### src/rtl/lgcs_pkg.sv
`default_nettype none
// ----------------------------------------------------------------------------
// lgcs_pkg
// Shared widths, fixed-point constants and the coefficient ROM of the
// leg-length LQR gain scheduler.
// ----------------------------------------------------------------------------
package lgcs_pkg;

  localparam int LEN_W          = 16;
  localparam int CF_BITS        = 24;
  localparam int GAIN_FRAC_BITS = 16;
  localparam int GAIN_SHIFT     = CF_BITS - GAIN_FRAC_BITS;
  localparam int GAIN_W         = 26;

  localparam int ROWS  = 2;
  localparam int COLS  = 6;
  localparam int TERMS = 4;
  localparam int STEPS = TERMS - 1;
  localparam int COL_W = 3;
  localparam int K_IDX_W = 2;

  // normalization: x = rnd((len - center) * K / 2^32), K split in two halves
  localparam int D_W       = LEN_W + 1;
  localparam int K_W       = 43;
  localparam int K_SPLIT   = 22;
  localparam int K_HI_W    = K_W - K_SPLIT;
  localparam int P_LO_W    = D_W + K_SPLIT + 1;
  localparam int P_HI_W    = D_W + K_HI_W + 1;
  localparam int SUM_W     = D_W + K_W + 1;
  localparam int NRM_SHIFT = 32;
  localparam int XU_W      = SUM_W - NRM_SHIFT;
  localparam int X_W       = 25;

  localparam logic signed [D_W-1:0] CENTER_Q16 = 17'sd16384;
  localparam logic [K_W-1:0]        RECIP_K    = 43'd7330077518507;
  localparam logic [K_SPLIT-1:0]    K_LO       = RECIP_K[K_SPLIT-1:0];
  localparam logic [K_HI_W-1:0]     K_HI       = RECIP_K[K_W-1:K_SPLIT];
  localparam logic signed [SUM_W-1:0] NRM_RND  = SUM_W'(1) <<< (NRM_SHIFT - 1);
  localparam logic signed [X_W-1:0] X_MIN      = -25'sd10779921;
  localparam logic signed [X_W-1:0] X_MAX      = 25'sd6823853;

  // Horner datapath
  localparam int COEF_W = 32;
  localparam int ACC_W  = 34;
  localparam int PROD_W = ACC_W + X_W;
  localparam logic signed [PROD_W-1:0] STEP_RND = PROD_W'(1) <<< (CF_BITS - 1);
  localparam logic signed [ACC_W-1:0]  GAIN_RND =
    (GAIN_SHIFT == 0) ? ACC_W'(0) : (ACC_W'(1) <<< (GAIN_SHIFT - 1));
  localparam logic signed [ACC_W-1:0]  GAIN_MAX = ACC_W'(33554431);
  localparam logic signed [ACC_W-1:0]  GAIN_MIN = -ACC_W'(33554432);

  typedef struct packed {
    logic             row;
    logic [COL_W-1:0] col;
    logic             last;
  } tag_t;

  // Q.24 coefficients, highest power first
  localparam logic signed [COEF_W-1:0] COEF [ROWS][COLS][TERMS] = '{
    '{
      '{-10367194, 25832607, -52813567, -271611560},
      '{232460, 314506, -5249446, -17985962},
      '{-6816372, 13843558, -17393347, -71530630},
      '{-3853484, 8282648, -12470713, -51372524},
      '{12302521, 25957780, -85170978, 109809486},
      '{-66919, 3495124, -10081155, 13345220}
    },
    '{
      '{53470970, 95572829, -367043870, 558512049},
      '{-1334387, 6964692, -18669290, 36168709},
      '{21577220, 69013675, -222038143, 339614163},
      '{10397108, 45513701, -140959142, 222136835},
      '{126717948, -291973607, 363681811, 2053996732},
      '{18519360, -31150353, 34789287, 87857641}
    }
  };

endpackage
`default_nettype wire

### src/rtl/lgcs_in_if.sv
`default_nettype none
// ----------------------------------------------------------------------------
// lgcs_in_if
// Leg-length input channel, valid/ready.
// ----------------------------------------------------------------------------
interface lgcs_in_if;
  logic                       valid;
  logic                       ready;
  logic [lgcs_pkg::LEN_W-1:0] len_q16;

  modport source (output valid, output len_q16, input ready);
  modport sink   (input valid, input len_q16, output ready);
endinterface
`default_nettype wire

### src/rtl/lgcs_out_if.sv
`default_nettype none
// ----------------------------------------------------------------------------
// lgcs_out_if
// Gain output channel, valid/ready, one matrix element per transaction.
// ----------------------------------------------------------------------------
interface lgcs_out_if;
  logic                               valid;
  logic                               ready;
  logic                               control_row;
  logic [lgcs_pkg::COL_W-1:0]         state_column;
  logic signed [lgcs_pkg::GAIN_W-1:0] gain;
  logic                               last;

  modport source (output valid, output control_row, output state_column,
                  output gain, output last, input ready);
  modport sink   (input valid, input control_row, input state_column,
                  input gain, input last, output ready);
endinterface
`default_nettype wire

### src/rtl/lgcs_norm.sv
`default_nettype none
// ----------------------------------------------------------------------------
// lgcs_norm
// Two-stage normalization: split multiply by the reciprocal, then
// recombine, round and clamp to the scheduled span.
// ----------------------------------------------------------------------------
module lgcs_norm (
  input  wire logic                              clk,
  input  wire logic                              rst_n,
  lgcs_in_if.sink                                in_s,
  output logic                                   nx_valid,
  input  wire logic                              nx_ready,
  output logic signed [lgcs_pkg::X_W-1:0]        nx
);

  logic                                  s1_v_r;
  logic signed [lgcs_pkg::P_LO_W-1:0]    p_lo_r, p_lo_nxt;
  logic signed [lgcs_pkg::P_HI_W-1:0]    p_hi_r, p_hi_nxt;
  logic                                  s2_v_r;
  logic signed [lgcs_pkg::X_W-1:0]       x_r, x_nxt;
  logic signed [lgcs_pkg::D_W-1:0]       d;
  logic signed [lgcs_pkg::SUM_W-1:0]     sum;
  logic signed [lgcs_pkg::XU_W-1:0]      xu;
  logic                                  s1_adv, s2_adv;

  assign s2_adv     = !s2_v_r || nx_ready;
  assign s1_adv     = !s1_v_r || s2_adv;
  assign in_s.ready = s1_adv;
  assign nx_valid   = s2_v_r;
  assign nx         = x_r;

  always_comb begin
    d        = $signed({1'b0, in_s.len_q16}) - lgcs_pkg::CENTER_Q16;
    p_lo_nxt = d * $signed({1'b0, lgcs_pkg::K_LO});
    p_hi_nxt = d * $signed({1'b0, lgcs_pkg::K_HI});
  end

  always_comb begin
    sum = (lgcs_pkg::SUM_W'(p_hi_r) <<< lgcs_pkg::K_SPLIT)
        + lgcs_pkg::SUM_W'(p_lo_r) + lgcs_pkg::NRM_RND;
    xu  = $signed(sum[lgcs_pkg::SUM_W-1:lgcs_pkg::NRM_SHIFT]);
    if (xu < lgcs_pkg::X_MIN) begin
      x_nxt = lgcs_pkg::X_MIN;
    end else if (xu > lgcs_pkg::X_MAX) begin
      x_nxt = lgcs_pkg::X_MAX;
    end else begin
      x_nxt = lgcs_pkg::X_W'(xu);
    end
  end

  always_ff @(posedge clk) begin
    if (!rst_n) begin
      s1_v_r <= 1'b0;
      s2_v_r <= 1'b0;
    end else begin
      if (s1_adv) s1_v_r <= in_s.valid;
      if (s2_adv) s2_v_r <= s1_v_r;
    end
  end

  always_ff @(posedge clk) begin
    if (s1_adv) begin
      p_lo_r <= p_lo_nxt;
      p_hi_r <= p_hi_nxt;
    end
    if (s2_adv) x_r <= x_nxt;
  end

endmodule
`default_nettype wire

### src/rtl/lgcs_seq.sv
`default_nettype none
// ----------------------------------------------------------------------------
// lgcs_seq
// Holds one normalized length and issues the twelve matrix elements,
// row-major, one per cycle while the Horner pipeline accepts them.
// ----------------------------------------------------------------------------
module lgcs_seq (
  input  wire logic                              clk,
  input  wire logic                              rst_n,
  input  wire logic                              up_valid,
  output logic                                   up_ready,
  input  wire logic signed [lgcs_pkg::X_W-1:0]   up_x,
  output logic                                   dn_valid,
  input  wire logic                              dn_ready,
  output lgcs_pkg::tag_t                         dn_tag,
  output logic signed [lgcs_pkg::X_W-1:0]        dn_x
);

  logic                               v_r;
  logic                               row_r;
  logic [lgcs_pkg::COL_W-1:0]         col_r;
  logic signed [lgcs_pkg::X_W-1:0]    x_r;
  logic                               col_end, is_last, load;

  assign col_end  = (col_r == lgcs_pkg::COL_W'(lgcs_pkg::COLS - 1));
  assign is_last  = row_r && col_end;
  assign up_ready = !v_r || (dn_ready && is_last);
  assign load     = up_valid && up_ready;

  assign dn_valid    = v_r;
  assign dn_x        = x_r;
  assign dn_tag.row  = row_r;
  assign dn_tag.col  = col_r;
  assign dn_tag.last = is_last;

  always_ff @(posedge clk) begin
    if (!rst_n) begin
      v_r   <= 1'b0;
      row_r <= 1'b0;
      col_r <= '0;
    end else if (up_ready) begin
      v_r   <= up_valid;
      row_r <= 1'b0;
      col_r <= '0;
    end else if (dn_ready) begin
      if (col_end) begin
        col_r <= '0;
        row_r <= 1'b1;
      end else begin
        col_r <= col_r + 1'b1;
      end
    end
  end

  always_ff @(posedge clk) begin
    if (load) x_r <= up_x;
  end

endmodule
`default_nettype wire

### src/rtl/lgcs_horner.sv
`default_nettype none
// ----------------------------------------------------------------------------
// lgcs_horner
// Shared Horner pipeline: coefficient fetch, then per step a multiply stage
// and a round-and-add stage, then gain rounding and saturation into the
// output register.
// ----------------------------------------------------------------------------
module lgcs_horner (
  input  wire logic                              clk,
  input  wire logic                              rst_n,
  input  wire logic                              in_valid,
  output logic                                   in_ready,
  input  wire lgcs_pkg::tag_t                    in_tag,
  input  wire logic signed [lgcs_pkg::X_W-1:0]   in_x,
  lgcs_out_if.source                             out_m
);

  localparam int STEPS = lgcs_pkg::STEPS;

  // coefficient fetch stage
  logic                                  c0_v_r;
  lgcs_pkg::tag_t                        c0_tag_r;
  logic signed [lgcs_pkg::X_W-1:0]       c0_x_r;
  logic signed [lgcs_pkg::ACC_W-1:0]     c0_acc_r;

  // multiply stages
  logic [STEPS-1:0]                      m_v_r;
  lgcs_pkg::tag_t                        m_tag_r  [STEPS];
  logic signed [lgcs_pkg::X_W-1:0]       m_x_r    [STEPS];
  logic signed [lgcs_pkg::PROD_W-1:0]    m_prod_r [STEPS];

  // round-and-add stages
  logic [STEPS-1:0]                      a_v_r;
  lgcs_pkg::tag_t                        a_tag_r  [STEPS];
  logic signed [lgcs_pkg::X_W-1:0]       a_x_r    [STEPS];
  logic signed [lgcs_pkg::ACC_W-1:0]     a_acc_r  [STEPS];
  logic signed [lgcs_pkg::ACC_W-1:0]     a_nxt    [STEPS];

  // multiply stage sources
  logic [STEPS-1:0]                      ms_v;
  lgcs_pkg::tag_t                        ms_tag   [STEPS];
  logic signed [lgcs_pkg::X_W-1:0]       ms_x     [STEPS];
  logic signed [lgcs_pkg::ACC_W-1:0]     ms_acc   [STEPS];

  // output register
  logic                                  g_v_r;
  lgcs_pkg::tag_t                        g_tag_r;
  logic signed [lgcs_pkg::GAIN_W-1:0]    g_gain_r, g_gain_nxt;
  logic signed [lgcs_pkg::ACC_W-1:0]     g_rs;

  logic                                  g_adv, c0_adv;
  logic [STEPS-1:0]                      m_adv, a_adv;
  logic signed [lgcs_pkg::PROD_W-1:0]    rs [STEPS];

  // backward advance chain
  always_comb begin
    g_adv            = !g_v_r || out_m.ready;
    a_adv[STEPS-1]   = !a_v_r[STEPS-1] || g_adv;
    m_adv[STEPS-1]   = !m_v_r[STEPS-1] || a_adv[STEPS-1];
    for (int j = STEPS - 2; j >= 0; j--) begin
      a_adv[j] = !a_v_r[j] || m_adv[j+1];
      m_adv[j] = !m_v_r[j] || a_adv[j];
    end
    c0_adv = !c0_v_r || m_adv[0];
  end

  assign in_ready = c0_adv;

  always_comb begin
    ms_v[0]   = c0_v_r;
    ms_tag[0] = c0_tag_r;
    ms_x[0]   = c0_x_r;
    ms_acc[0] = c0_acc_r;
    for (int j = 1; j < STEPS; j++) begin
      ms_v[j]   = a_v_r[j-1];
      ms_tag[j] = a_tag_r[j-1];
      ms_x[j]   = a_x_r[j-1];
      ms_acc[j] = a_acc_r[j-1];
    end
  end

  // acc = rnd(acc * x / 2^24) + c
  always_comb begin
    for (int j = 0; j < STEPS; j++) begin
      rs[j]    = m_prod_r[j] + lgcs_pkg::STEP_RND;
      a_nxt[j] = $signed(rs[j][lgcs_pkg::CF_BITS+lgcs_pkg::ACC_W-1:lgcs_pkg::CF_BITS])
               + lgcs_pkg::ACC_W'(lgcs_pkg::COEF[m_tag_r[j].row][m_tag_r[j].col]
                                                [lgcs_pkg::K_IDX_W'(j + 1)]);
    end
  end

  always_comb begin
    g_rs = (a_acc_r[STEPS-1] + lgcs_pkg::GAIN_RND) >>> lgcs_pkg::GAIN_SHIFT;
    if (g_rs > lgcs_pkg::GAIN_MAX) begin
      g_gain_nxt = lgcs_pkg::GAIN_W'(lgcs_pkg::GAIN_MAX);
    end else if (g_rs < lgcs_pkg::GAIN_MIN) begin
      g_gain_nxt = lgcs_pkg::GAIN_W'(lgcs_pkg::GAIN_MIN);
    end else begin
      g_gain_nxt = lgcs_pkg::GAIN_W'(g_rs);
    end
  end

  always_ff @(posedge clk) begin
    if (!rst_n) begin
      c0_v_r <= 1'b0;
      m_v_r  <= '0;
      a_v_r  <= '0;
      g_v_r  <= 1'b0;
    end else begin
      if (c0_adv) c0_v_r <= in_valid;
      for (int j = 0; j < STEPS; j++) begin
        if (m_adv[j]) m_v_r[j] <= ms_v[j];
        if (a_adv[j]) a_v_r[j] <= m_v_r[j];
      end
      if (g_adv) g_v_r <= a_v_r[STEPS-1];
    end
  end

  always_ff @(posedge clk) begin
    if (c0_adv) begin
      c0_tag_r <= in_tag;
      c0_x_r   <= in_x;
      c0_acc_r <= lgcs_pkg::ACC_W'(lgcs_pkg::COEF[in_tag.row][in_tag.col][0]);
    end
    for (int j = 0; j < STEPS; j++) begin
      if (m_adv[j]) begin
        m_tag_r[j]  <= ms_tag[j];
        m_x_r[j]    <= ms_x[j];
        m_prod_r[j] <= ms_acc[j] * ms_x[j];
      end
      if (a_adv[j]) begin
        a_tag_r[j] <= m_tag_r[j];
        a_x_r[j]   <= m_x_r[j];
        a_acc_r[j] <= a_nxt[j];
      end
    end
    if (g_adv) begin
      g_tag_r  <= a_tag_r[STEPS-1];
      g_gain_r <= g_gain_nxt;
    end
  end

  assign out_m.valid        = g_v_r;
  assign out_m.control_row  = g_tag_r.row;
  assign out_m.state_column = g_tag_r.col;
  assign out_m.last         = g_tag_r.last;
  assign out_m.gain         = g_gain_r;

endmodule
`default_nettype wire

### src/rtl/lqr_gain_cubic_schedule.sv
`default_nettype none
// ----------------------------------------------------------------------------
// lqr_gain_cubic_schedule
// Leg-length LQR gain scheduler. Each leg length (unsigned Q0.16 m) is
// normalized to x = (L - 0.25) / 0.15 in Q.24, clamped to the span for
// 0.15362..0.31101 m, and yields twelve gains (row 0 columns 0..5, then
// row 1) as signed Q9.16 values saturated to 26 bits, the twelfth flagged
// by last. Each gain is a cubic in x evaluated by Horner's rule on ROM
// coefficients. One gain leaves per cycle, while the output is ready, through
// a single shared Horner pipeline; a new length is taken while the previous
// matrix is still draining. From an input transaction to the first gain the
// data passes two normalization stages, the issue register, coefficient
// fetch, three multiply and three round-and-add stages, and the gain
// output register.
// ----------------------------------------------------------------------------
module lqr_gain_cubic_schedule (
  input  wire logic  clk,
  input  wire logic  rst_n,
  lgcs_in_if.sink    in_s,
  lgcs_out_if.source out_m
);

  logic                              nx_valid;
  logic                              nx_ready;
  logic signed [lgcs_pkg::X_W-1:0]   nx;
  logic                              tok_valid;
  logic                              tok_ready;
  lgcs_pkg::tag_t                    tok_tag;
  logic signed [lgcs_pkg::X_W-1:0]   tok_x;

  lgcs_norm u_norm (
    .clk      (clk),
    .rst_n    (rst_n),
    .in_s     (in_s),
    .nx_valid (nx_valid),
    .nx_ready (nx_ready),
    .nx       (nx)
  );

  lgcs_seq u_seq (
    .clk      (clk),
    .rst_n    (rst_n),
    .up_valid (nx_valid),
    .up_ready (nx_ready),
    .up_x     (nx),
    .dn_valid (tok_valid),
    .dn_ready (tok_ready),
    .dn_tag   (tok_tag),
    .dn_x     (tok_x)
  );

  lgcs_horner u_horner (
    .clk      (clk),
    .rst_n    (rst_n),
    .in_valid (tok_valid),
    .in_ready (tok_ready),
    .in_tag   (tok_tag),
    .in_x     (tok_x),
    .out_m    (out_m)
  );

`ifndef SYNTH
  a_x_clamped: assert property (@(posedge clk) disable iff (!rst_n)
    nx_valid |-> (nx >= lgcs_pkg::X_MIN) && (nx <= lgcs_pkg::X_MAX))
    else $error("normalized length outside clamp span");

  a_tok_col_range: assert property (@(posedge clk) disable iff (!rst_n)
    tok_valid |-> tok_tag.col <= lgcs_pkg::COL_W'(lgcs_pkg::COLS - 1))
    else $error("issued column out of range");

  a_last_position: assert property (@(posedge clk) disable iff (!rst_n)
    out_m.valid |-> out_m.last == (out_m.control_row &&
      out_m.state_column == lgcs_pkg::COL_W'(lgcs_pkg::COLS - 1)))
    else $error("last flag not on final matrix element");
`endif

endmodule
`default_nettype wire

### src/flat_wrapper.sv
// flat-port wrapper written by rule: the top's interface ports become plain ports
module lqr_gain_cubic_schedule_flat 
  (clk, rst_n, in_s_valid, in_s_len_q16, in_s_ready, out_m_valid, out_m_control_row, out_m_state_column, out_m_gain, out_m_last, out_m_ready);
  lgcs_in_if in_s_i ();
  lgcs_out_if out_m_i ();
  input  wire logic clk;
  input  wire logic rst_n;
  input wire logic [$bits(in_s_i.valid)-1:0] in_s_valid;
  input wire logic [$bits(in_s_i.len_q16)-1:0] in_s_len_q16;
  output wire logic [$bits(in_s_i.ready)-1:0] in_s_ready;
  output wire logic [$bits(out_m_i.valid)-1:0] out_m_valid;
  output wire logic [$bits(out_m_i.control_row)-1:0] out_m_control_row;
  output wire logic [$bits(out_m_i.state_column)-1:0] out_m_state_column;
  output wire logic [$bits(out_m_i.gain)-1:0] out_m_gain;
  output wire logic [$bits(out_m_i.last)-1:0] out_m_last;
  input wire logic [$bits(out_m_i.ready)-1:0] out_m_ready;
  assign in_s_i.valid = in_s_valid;
  assign in_s_i.len_q16 = in_s_len_q16;
  assign in_s_ready = in_s_i.ready;
  assign out_m_valid = out_m_i.valid;
  assign out_m_control_row = out_m_i.control_row;
  assign out_m_state_column = out_m_i.state_column;
  assign out_m_gain = out_m_i.gain;
  assign out_m_last = out_m_i.last;
  assign out_m_i.ready = out_m_ready;
  lqr_gain_cubic_schedule u_core (.clk(clk), .rst_n(rst_n), .in_s(in_s_i), .out_m(out_m_i));
endmodule
### config.mk
export PLATFORM = sky130hd
export DESIGN_NAME = lqr_gain_cubic_schedule_flat
export DESIGN_NICKNAME = d
export VERILOG_FILES = /design/src/rtl/lgcs_pkg.sv /design/src/rtl/lgcs_in_if.sv /design/src/rtl/lgcs_out_if.sv /design/src/rtl/lgcs_norm.sv /design/src/rtl/lgcs_seq.sv /design/src/rtl/lgcs_horner.sv /design/src/rtl/lqr_gain_cubic_schedule.sv /design/src/flat_wrapper.sv
export SDC_FILE = /design/constraint.sdc
export NUM_CORES = 1
export LEC_CHECK = 0
export ABC_AREA = 1
export ABC_CLOCK_PERIOD_IN_PS = 5600
export BUFFER_PORTS_ARGS = -buffer_cell sky130_fd_sc_hd__buf_2
export CAP_MARGIN = 20
export CORE_MARGIN = 2
export CORE_UTILIZATION = 35
export DETAILED_ROUTE_END_ITERATION = 16
export PLACE_DENSITY = 0.6
export SLEW_MARGIN = 20
export SYNTH_ARGS = -nofsm -noshare
export SYNTH_HDL_FRONTEND = slang
export SYNTH_HIERARCHICAL = 1
export SYNTH_SLANG_ARGS = --single-unit
### constraint.sdc
create_clock -name clk -period 5.6 [get_ports clk]
set_clock_uncertainty 0.05 [all_clocks]
set_input_delay 0.56 -clock clk [delete_from_list [all_inputs] [get_ports clk]]
set_output_delay 0.56 -clock clk [all_outputs]
set_load 0.02 [all_outputs]
==> key figures, run 1 <==
Outcome
  • Outcome: complete, no violations

Place
  • Placed cells: 224
  • Gp weighted congestion: 0.6330
  • I/O Buffers: 10
  • Post-DP HPWL: 1.522 mm

Pwr
  • Pwr Total: 0.6599 mW
  • Static Leak: 0.9210 nW
  • Pwr dens: 307.2 nW/um2
  • Maximum VDD drop: 0.0001432 V

Global routing
  • Largest net degree at the start of global routing: 16
  • Initial antenna violation count: 0
  • Vias in the first global route: 768
  • Total gr overflow: 0
  • GRT Util Overall: 6.997%
  • First-pass GRT wire length: 3.243 mm

Clocking
  • Root buf cell: clkbuf_8
  • H-tree Lvls: 2
  • Clk_lat worst skew: 0.29 ns
  • PostCTS Resize Cnt: 0
  • Number of setup buffers added after CTS: 0
  • Clk slew on worst S/H paths: 0.09 ns
  • CTS Buf Count: 5
  • TritonCTS clock tree: yes
  • # clock sinks: 55
  • Longest Clk Path Bufs: 2
  • Number of hold buffers added after CTS: 0

Detailed routing
  • Total number of vias: 886
  • Pre-Repair DR Iteration Count: 2
  • DRT iter0 DRCs: 32
  • Routed WL: 2.130 mm
  • Post-route ant nets: 0
  • Post-DR vias/cell: 3.819
  • # DRC: 0
  • Drt wl/cell: 9.181 um

Floorplan
  • Die ar.: 6469 um2
  • Initial Utilization: 36.68%
  • IO Pins: 53
  • Die width: 80.43 um
  • Row cnt: 27
  • Chip height: 80.43 um
  • Core Footprint: 5574 um2

Synth
  • Cells after Synth: 145
  • Mean Syn Cell Area: 14.10 um2
  • Yosys warning total: 6
  • Syn Std Cell Area: 2044 um2

STA
  • Minimum clock period after layout: 2.822 ns
  • Final Cycle Share: 50.39%
  • Final Setup Violations: 0
  • Fmax: 354.4 MHz
  • Unrepaired setup endpoints after global routing: no
  • Final Hold Viols: 0
  • Worst hold slack: 0.3705 ns
  • Fin. max-slew vios: 0
  • Setup TNS: 0 ns

Final layout
  • Synth-to-Final Area Change: 5.080%
  • Antenna Diode Count: 0
  • Share of cells above drive strength 1: 16.88%
  • Post-Layout Cell Count: 232
  • Fin nets: 179

Worst setup path
  • CP arrival: 2.21 ns
  • CP startpoint kind: input port
  • Crit Path Category: input port to output port
  • FF-to-FF path depth: 8
  • Critical Path End Type: output port
  • Worst EP required: 4.99 ns
  • Register-to-register setup slack: 3.64 ns
  • Worst r2r src: u_core/u_horner/out_m.valid
  • Crit path max fanout: 12
  • Worst flop-to-flop path endpoint: u_core/u_norm/s1_v_r

Hold path
  • Worst hold stages: 0
  • Hold path start: u_core/u_horner/a_tag_r[0][4]
  • Hold Path Sink: u_core/u_horner/m_tag_r[0][9]
  • Type of the worst min-delay path: flip-flop to flip-flop

Job
  • Max-Cap Viols: 0
-- cell usage in the layout, fill, tap and decap left out, types with 4 or more instances in the layout --
master and instances:
buf_2 10, dfxtp_1 15, conb_1 26, a21oi_1 8
inv_1 16, nand3_1 4, nand2_1 10, edfxtp_1 40
nor2_1 8, clkbuf_8 5
-- layout make-up --
type / count / area, um2
Tap cell: 72 / 90.09
Multi-Input combinational cell: 69 / 359.1
Clock buffer: 6 / 72.57
Inverter: 18 / 67.56
Fill cell: 550 / 3426
Timing Repair Buffer: 10 / 50.05
Sequential cell: 55 / 1501
Clock inverter: 2 / 7.507
-- report_power, final --
part           switching, mW  leakage (nW)  total, mW  internal [mW]
logic                 0.0205         0.267     0.0236        0.00315
registers            0.00269         0.614      0.439          0.436
clock network          0.112        0.0403      0.197         0.0855
-- state kept, by name, summed over array words and instances (netlist names) --
signal / flops
u_core/u_horner/out_m.state_column: 3
u_core/u_seq/col_r: 3
u_core/u_seq/row_r: 1
u_core/u_norm/s1_v_r: 1
u_core/u_horner/m_tag_r: 15
u_core/u_horner/a_tag_r: 15
u_core/u_horner/c0_tag_r: 5
u_core/u_horner/c0_v_r: 1
u_core/u_horner/out_m.control_row: 1
u_core/u_horner/m_v_r: 3
u_core/u_horner/out_m.last: 1
u_core/u_seq/dn_valid: 1
u_core/u_norm/nx_valid: 1
u_core/u_horner/out_m.valid: 1
u_core/u_horner/a_v_r: 3
-- worst max path at each step --
stage / to / from / cells past startpoint / slack [ns]
5_1_grt: in_s_ready / u_core/u_horner/out_m.valid / 8 / 2.58
6_report: in_s_ready / out_m_ready / 10 / 2.78
2_1_floorplan: in_s_ready / out_m_ready / 8 / 3.14
3_3_place_gp: in_s_ready / out_m_ready / 10 / 2.80
4_1_cts: in_s_ready / out_m_ready / 10 / 2.74
3_5_place_dp: in_s_ready / out_m_ready / 10 / 2.75
-- through the flow --
stage	instance area (um2)	setup slack [ns]	utilization, %
2_1_floorplan	2138	3.143	-
5_1_grt	2148	2.577	38.54
3_5_place_dp	2068	2.746	37.10
4_1_cts	2148	2.742	38.54
6_report	2148	2.778	38.54
3_3_place_gp	2068	2.802	37.10
-- critical path: stages --
cell	delay [ns]
buf_2	0.10
inv_1	0.11
nand4_4	0.18
nor3_4	0.27
nand4_2	0.37
nand3_2	0.23
nand2_1	0.07
inv_1	0.07
nand3_1	0.09
buf_2	0.17
-- per-layer routing --
layer	GRT usage [%]	up-vias	routed length (um)
met4	4.576	0	36
met2	12.17	17	1121
met1	6.435	409	854
met3	3.371	5	117
met5	0	-	0
li1	-	455	-
No activity file was read; power rests on OpenSTA's default activity.
==> run 2: changes to the inputs <==
--- a/config.mk
+++ b/config.mk
@@ -5,8 +5,8 @@
 export SDC_FILE = /design/constraint.sdc
 export NUM_CORES = 1
 export LEC_CHECK = 0
-export ABC_AREA = 1
-export ABC_CLOCK_PERIOD_IN_PS = 5600
+export ABC_AREA = 0
+export ABC_CLOCK_PERIOD_IN_PS = 2400
 export BUFFER_PORTS_ARGS = -buffer_cell sky130_fd_sc_hd__buf_2
 export CAP_MARGIN = 20
 export CORE_MARGIN = 2
==> constraint.sdc (replaced) <==
create_clock -name clk -period 2.4 [get_ports clk]
set_clock_uncertainty 0.05 [all_clocks]
set_input_delay 0.24 -clock clk [delete_from_list [all_inputs] [get_ports clk]]
set_output_delay 0.24 -clock clk [all_outputs]
set_load 0.02 [all_outputs]
==> run 2 against run 1 <==
Compared with the run above: worst hold slack got worse by 0.25 ns; sequential power increased by 130%; sequential share of layout area decreased by 0.93 points; critical path depth decreased by 1; via count increased by 4.7%; critical path type is now flip-flop to output port; highest routed layer unchanged.
==> key figures, run 2 <==
STA
  • Fin. max-slew vios: 0
  • Final Cycle Share: 91.61%
  • Setup TNS: 0 ns
  • Worst hold slack: 0.1169 ns
  • Unrepaired setup endpoints after global routing: no
  • Minimum clock period after layout: 2.199 ns
  • Fmax: 454.8 MHz
  • Final Hold Viols: 0
  • Final Setup Violations: 0

Global routing
  • Largest net degree at the start of global routing: 17
  • GRT Util Overall: 7.958%
  • First-pass GRT wire length: 3.877 mm
  • Vias in the first global route: 894
  • Total gr overflow: 0
  • Initial antenna violation count: 0

Synth
  • Yosys warning total: 6
  • Cells after Synth: 139
  • Mean Syn Cell Area: 14.85 um2
  • Syn Std Cell Area: 2064 um2

Detailed routing
  • Drt wl/cell: 10.79 um
  • Pre-Repair DR Iteration Count: 4
  • DRT iter0 DRCs: 64
  • Total number of vias: 928
  • Post-route ant nets: 0
  • Routed WL: 2.439 mm
  • # DRC: 0
  • Post-DR vias/cell: 4.106

Final layout
  • Commonest non-fill, non-tap cell in the layout: edfxtp_1
  • Share of cells above drive strength 1: 19.48%
  • Synth-to-Final Area Change: 5.636%
  • Antenna Diode Count: 0
  • Filler cell count: 566
  • Fin nets: 173
  • Largest regs: u_core/u_horner/a_tag_r x15, u_core/u_horner/m_tag_r x15, u_core/u_horner/c0_tag_r x5
  • Most frequent cells in the layout: edfxtp_1 (40), conb_1 (26), dfxtp_1 (13)
  • Post-route cell area: 2181 um2

Pwr
  • Logic pwr share: 3.4%
  • Maximum VDD drop: 0.0003699 V
  • Switching portion of total power: 20.99%
  • Psw: 0.3259 mW
  • Internal power: 1.227 mW
  • Clock power share: 30.9%
  • Pwr dens: 712.0 nW/um2
  • Static Leak: 0.8796 nW
  • Seq pwr share: 65.8%

Worst setup path
  • Worst EP required: 2.11 ns
  • Worst path bufs/invs: 2
  • Crit path max fanout: 7
  • Critical Path End Type: output port
  • Crit path max-delay cell type: dfxtp_1
  • Crit Path Category: flip-flop to output port
  • CP startpoint kind: flip-flop
  • Top Family by Delay on Critical Path: simple AND/OR/NAND/NOR gates
  • CP max stage delay: 0.35 ns
  • CP arrival: 1.91 ns
  • Crit-path cells: and4b_4 -> inv_2 -> nor2_4 -> nand3_1 -> nand4b_1 -> o21ai_0 -> nor2b_1 -> nand2_1 -> buf_2

Floorplan
  • Core Footprint: 5608 um2
  • IO Pins: 53
  • Initial Utilization: 36.81%
  • Chip height: 80.80 um
  • Die ar.: 6529 um2
  • Die width: 80.80 um
  • Row cnt: 27

Clocking
  • CTS Buf Count: 5
  • Clk_lat worst skew: 0.30 ns
  • # clock sinks: 55
  • H-tree Lvls: 2
  • Longest Clk Path Bufs: 2
  • Number of hold buffers added after CTS: 0
  • Root buf cell: clkbuf_8
  • TritonCTS clock tree: yes
  • Clk slew on worst S/H paths: 0.09 ns

Place
  • Gp weighted congestion: 0.6763
  • Dpl cell area: 2081 um2
  • Post-DP HPWL: 1.760 mm
  • I/O Buffers: 10

Outcome
  • Outcome: complete, no violations

Hold path
  • Type of the worst min-delay path: input port to flip-flop

Job
  • Max-Cap Viols: 0
## run 2: cell types whose count changed in the layout (fill, tap and decap cells not counted), sizes merged, moves of 3 or more
cell,delta
a21oi,-5
nand2,-5
nand3,-4
nor2,-7
inv,-10
nor2b,+3
o21a,+6
## run 2: stage by stage
step                util (%)  total power [mW]  setup WS, ns  instances
finish                 38.89             1.553        0.2014        226
CTS                    38.62             1.571       0.06487        225
detailed placement     37.10             1.095        0.3664        217
floorplan                  -             1.121        0.2621        164
global route           38.89             1.618      0.007896        226
global placement       37.10             1.093        0.4046        217
## run 2: cell type report
class	instances	area, um2	share of cell area [%]
clock buffer	6	72.57	3.328
clock inverter	2	12.51	0.5737
inverter	8	30.03	1.377
multi-input combinational	71	406.6	18.65
sequential	55	1504	68.96
tap	72	90.09	4.131
timing repair buffer	12	65.06	2.983
## run 2: path summary, 6_finish.rpt
kind,from,to,slack [ns],cells after the start
worst min register to register,u_core/u_horner/m_tag_r[0][9],u_core/u_horner/a_tag_r[1][4],0.37,0
worst max-delay path,u_core/u_horner/m_v_r[2],in_s_ready,0.20,9
worst max register to register,u_core/u_horner/m_v_r[2],u_core/u_norm/s1_v_r,0.72,9
worst min-delay path,in_s_valid,u_core/u_norm/s1_v_r,0.12,3
## run 2: tightest hold or removal path: cells and delay by family
kind                   cells  cell delay [ns]
buffers and inverters      1             0.07
AND/OR/NAND/NOR            1             0.08
AO/OA/AOI/OAI              1             0.03
## run 2: per-layer routing
| layer | up-vias | part of all wire, % | global-route usage [%] |
|---|---|---|---|
| met4 | 0 | 0.98 | 3.559 |
| met1 | 446 | 36 | 8.351 |
| li1 | 459 | - | - |
| met5 | - | 0 | 0 |
| met3 | 2 | 5.1 | 3.333 |
| met2 | 21 | 58 | 13.88 |
## run 2: power groups by stage
stage	logic (mW)	clock network [mW]	registers, mW
after global routing	0.0574	0.537	1.02
final	0.0522	0.479	1.02
after global placement	0.0502	0	1.04
after detailed placement	0.0511	0	1.04
after floorplan	0.0790	0	1.04
after CTS	0.0512	0.498	1.02
## run 2: timing repair
action	4_1_cts	5_1_grt
setup buffers	0	1
gates resized for setup	0	3
setup endpoints to repair	0	1
==> run 3: changes to the inputs <==
--- a/config.mk
+++ b/config.mk
@@ -13,6 +13,7 @@
 export CORE_UTILIZATION = 35
 export DETAILED_ROUTE_END_ITERATION = 16
 export PLACE_DENSITY = 0.6
+export SETUP_SLACK_MARGIN = 0.3
 export SLEW_MARGIN = 20
 export SYNTH_ARGS = -nofsm -noshare
 export SYNTH_HDL_FRONTEND = slang
==> run 3 against run 2 <==
Compared with the run above: clock-buffer cell count decreased by 1; flip-flop and latch count unchanged; sequential power about the same; clock power increased by 21%; setup slack improved by 0.12 ns; first-iteration DRC count decreased by 34%; sequential share of layout area decreased by 2.8 points; utilization increased by 1.7 points; largest cell class unchanged.
==> key figures, run 3 (same netlist as run 2, synthesis figures left out) <==
Final layout
  • Register area: 1505 um2
  • Share of cells above drive strength 1: 24.22%
  • Largest regs: u_core/u_horner/a_tag_r x15, u_core/u_horner/m_tag_r x15, u_core/u_horner/c0_tag_r x5
  • Multi-input gate area: 411.6 um2
  • Filler cell count: 553
  • Synth-to-Final Area Change: 10.12%
  • Fin nets: 180
  • Antenna Diode Count: 0
  • Most frequent cells in the layout: edfxtp_1 (40), conb_1 (26), dfxtp_1 (12)
  • Post-route cell area: 2273 um2
  • Commonest non-fill, non-tap cell in the layout: edfxtp_1

Pwr
  • Maximum VDD drop: 0.0003651 V
  • Pwr dens: 727.7 nW/um2
  • Pwr Total: 1.654 mW
  • Static Leak: 0.9371 nW

Detailed routing
  • # DRC: 0
  • DRT iter0 DRCs: 42
  • Post-DR vias/cell: 4.176
  • Drt wl/cell: 10.95 um
  • Routed WL: 2.552 mm
  • Total number of vias: 973
  • Post-route ant nets: 0
  • Pre-Repair DR Iteration Count: 4

Clocking
  • Clk slew on worst S/H paths: 0.09 ns
  • Longest Clk Path Bufs: 2
  • Root buf cell: clkbuf_8
  • Clk_lat worst skew: 0.30 ns
  • # clock sinks: 55
  • TritonCTS clock tree: yes
  • H-tree Lvls: 2
  • CTS Buf Count: 5
  • Number of hold buffers added after CTS: 0

Global routing
  • Vias in the first global route: 930
  • GRT Util Overall: 8.262%
  • Largest net degree at the start of global routing: 17
  • First-pass GRT wire length: 3.953 mm
  • Total gr overflow: 0
  • Initial antenna violation count: 0

Worst setup path
  • CP arrival: 1.78 ns
  • Crit path max fanout: 3
  • CP startpoint kind: flip-flop
  • CP startpoint: u_core/u_horner/a_v_r[2]
  • Crit Path Category: flip-flop to output port
  • CP max stage delay: 0.34 ns
  • Critical Path End Type: output port
  • Crit-path cells: and4b_4 -> inv_6 -> nor2_4 -> nand3_2 -> nand4b_1 -> o21ai_1 -> nor2b_1 -> nand2_1 -> buf_6
  • Crit path max-delay cell type: dfxtp_2
  • Worst r2r src: u_core/u_horner/a_v_r[2]
  • Worst EP required: 2.11 ns

STA
  • Setup TNS: 0 ns
  • Final Cycle Share: 86.45%
  • Final Setup Violations: 0
  • Minimum clock period after layout: 2.075 ns
  • Final Hold Viols: 0
  • Fin. max-slew vios: 0
  • Fmax: 482.0 MHz
  • Unrepaired setup endpoints after global routing: yes
  • Worst hold slack: 0.1331 ns

Floorplan
  • Chip height: 80.80 um
  • Core Footprint: 5608 um2
  • Row cnt: 27
  • Die width: 80.80 um
  • Initial Utilization: 36.81%
  • Die ar.: 6529 um2
  • IO Pins: 53

Place
  • I/O Buffers: 10
  • Dpl cell area: 2086 um2
  • Gp weighted congestion: 0.6627
  • Post-DP HPWL: 1.802 mm

Job
  • Max-Cap Viols: 0

Outcome
  • Outcome: complete, no violations

Hold path
  • Type of the worst min-delay path: input port to flip-flop
  • Hold path start: in_s_valid
run 3: cell types whose count changed in the layout (fill, tap and decap cells not counted), sizes merged:
| cell | change |
|---|---|
| bufinv | +1 |
| clkinvlp | -1 |
| clkbuf | -1 |
| clkinv | +1 |
| buf | +7 |
run 3: stage by stage:
step / utilization, % / cells / setup WS [ns]
after floorplan: - / 164 / 0.3919
after global placement: 37.19 / 217 / 0.4298
after detailed placement: 37.19 / 217 / 0.3531
after CTS: 40.12 / 231 / 0.3044
after global routing: 40.54 / 233 / 0.2136
final: 40.54 / 233 / 0.3251
run 3: final cells by class:
class / count / area share, %
timing repair buffer: 19 / 5.449
sequential: 55 / 66.21
clock buffer: 5 / 3.027
clock inverter: 3 / 1.706
inverter: 8 / 1.541
tap: 72 / 3.963
multi-input combinational: 71 / 18.11
run 3: final timing paths:
path / endpoint / slack [ns] / depth (start not counted)
setup / recovery: in_s_ready / 0.33 / 9
hold / removal: u_core/u_norm/s1_v_r / 0.13 / 3
setup reg to reg: u_core/u_norm/s1_v_r / 0.47 / 13
hold reg to reg: u_core/u_horner/a_tag_r[0][0] / 0.37 / 0
run 3: per-layer routing:
metal | share of wire (%) | routed length [um] | GRT usage, % | up-vias
li1 | - | - | - | 480
met1 | 36 | 928 | 8.333 | 468
met2 | 58 | 1476 | 14.71 | 20
met3 | 4.4 | 112 | 3.333 | 5
met4 | 1.3 | 34 | 4.068 | 0
met5 | 0 | 0 | 0 | -
run 3: report_power, final:
group	internal, mW	leakage [nW]	switching [mW]	total [mW]
logic	0.00843	0.266	0.0454	0.0538
registers	1.02	0.616	0.00633	1.02
clock network	0.306	0.0556	0.273	0.579
run 3: worst max-delay path: cells and delay by family (launching register included):
| family | cells | cell delay [ns] |
|---|---|---|
| AO/OA/AOI/OAI | 1 | 0.07 |
| AND/OR/NAND/NOR | 6 | 0.88 |
| flip-flops | 1 | 0.34 |
| buffers and inverters | 2 | 0.19 |
run 3: repair_timing:
item,4_1_cts,5_1_grt
resized for setup,5,4
cloned,0,0
buffers inserted,6,2
setup endpoints to repair,1,2
pin swaps,2,3
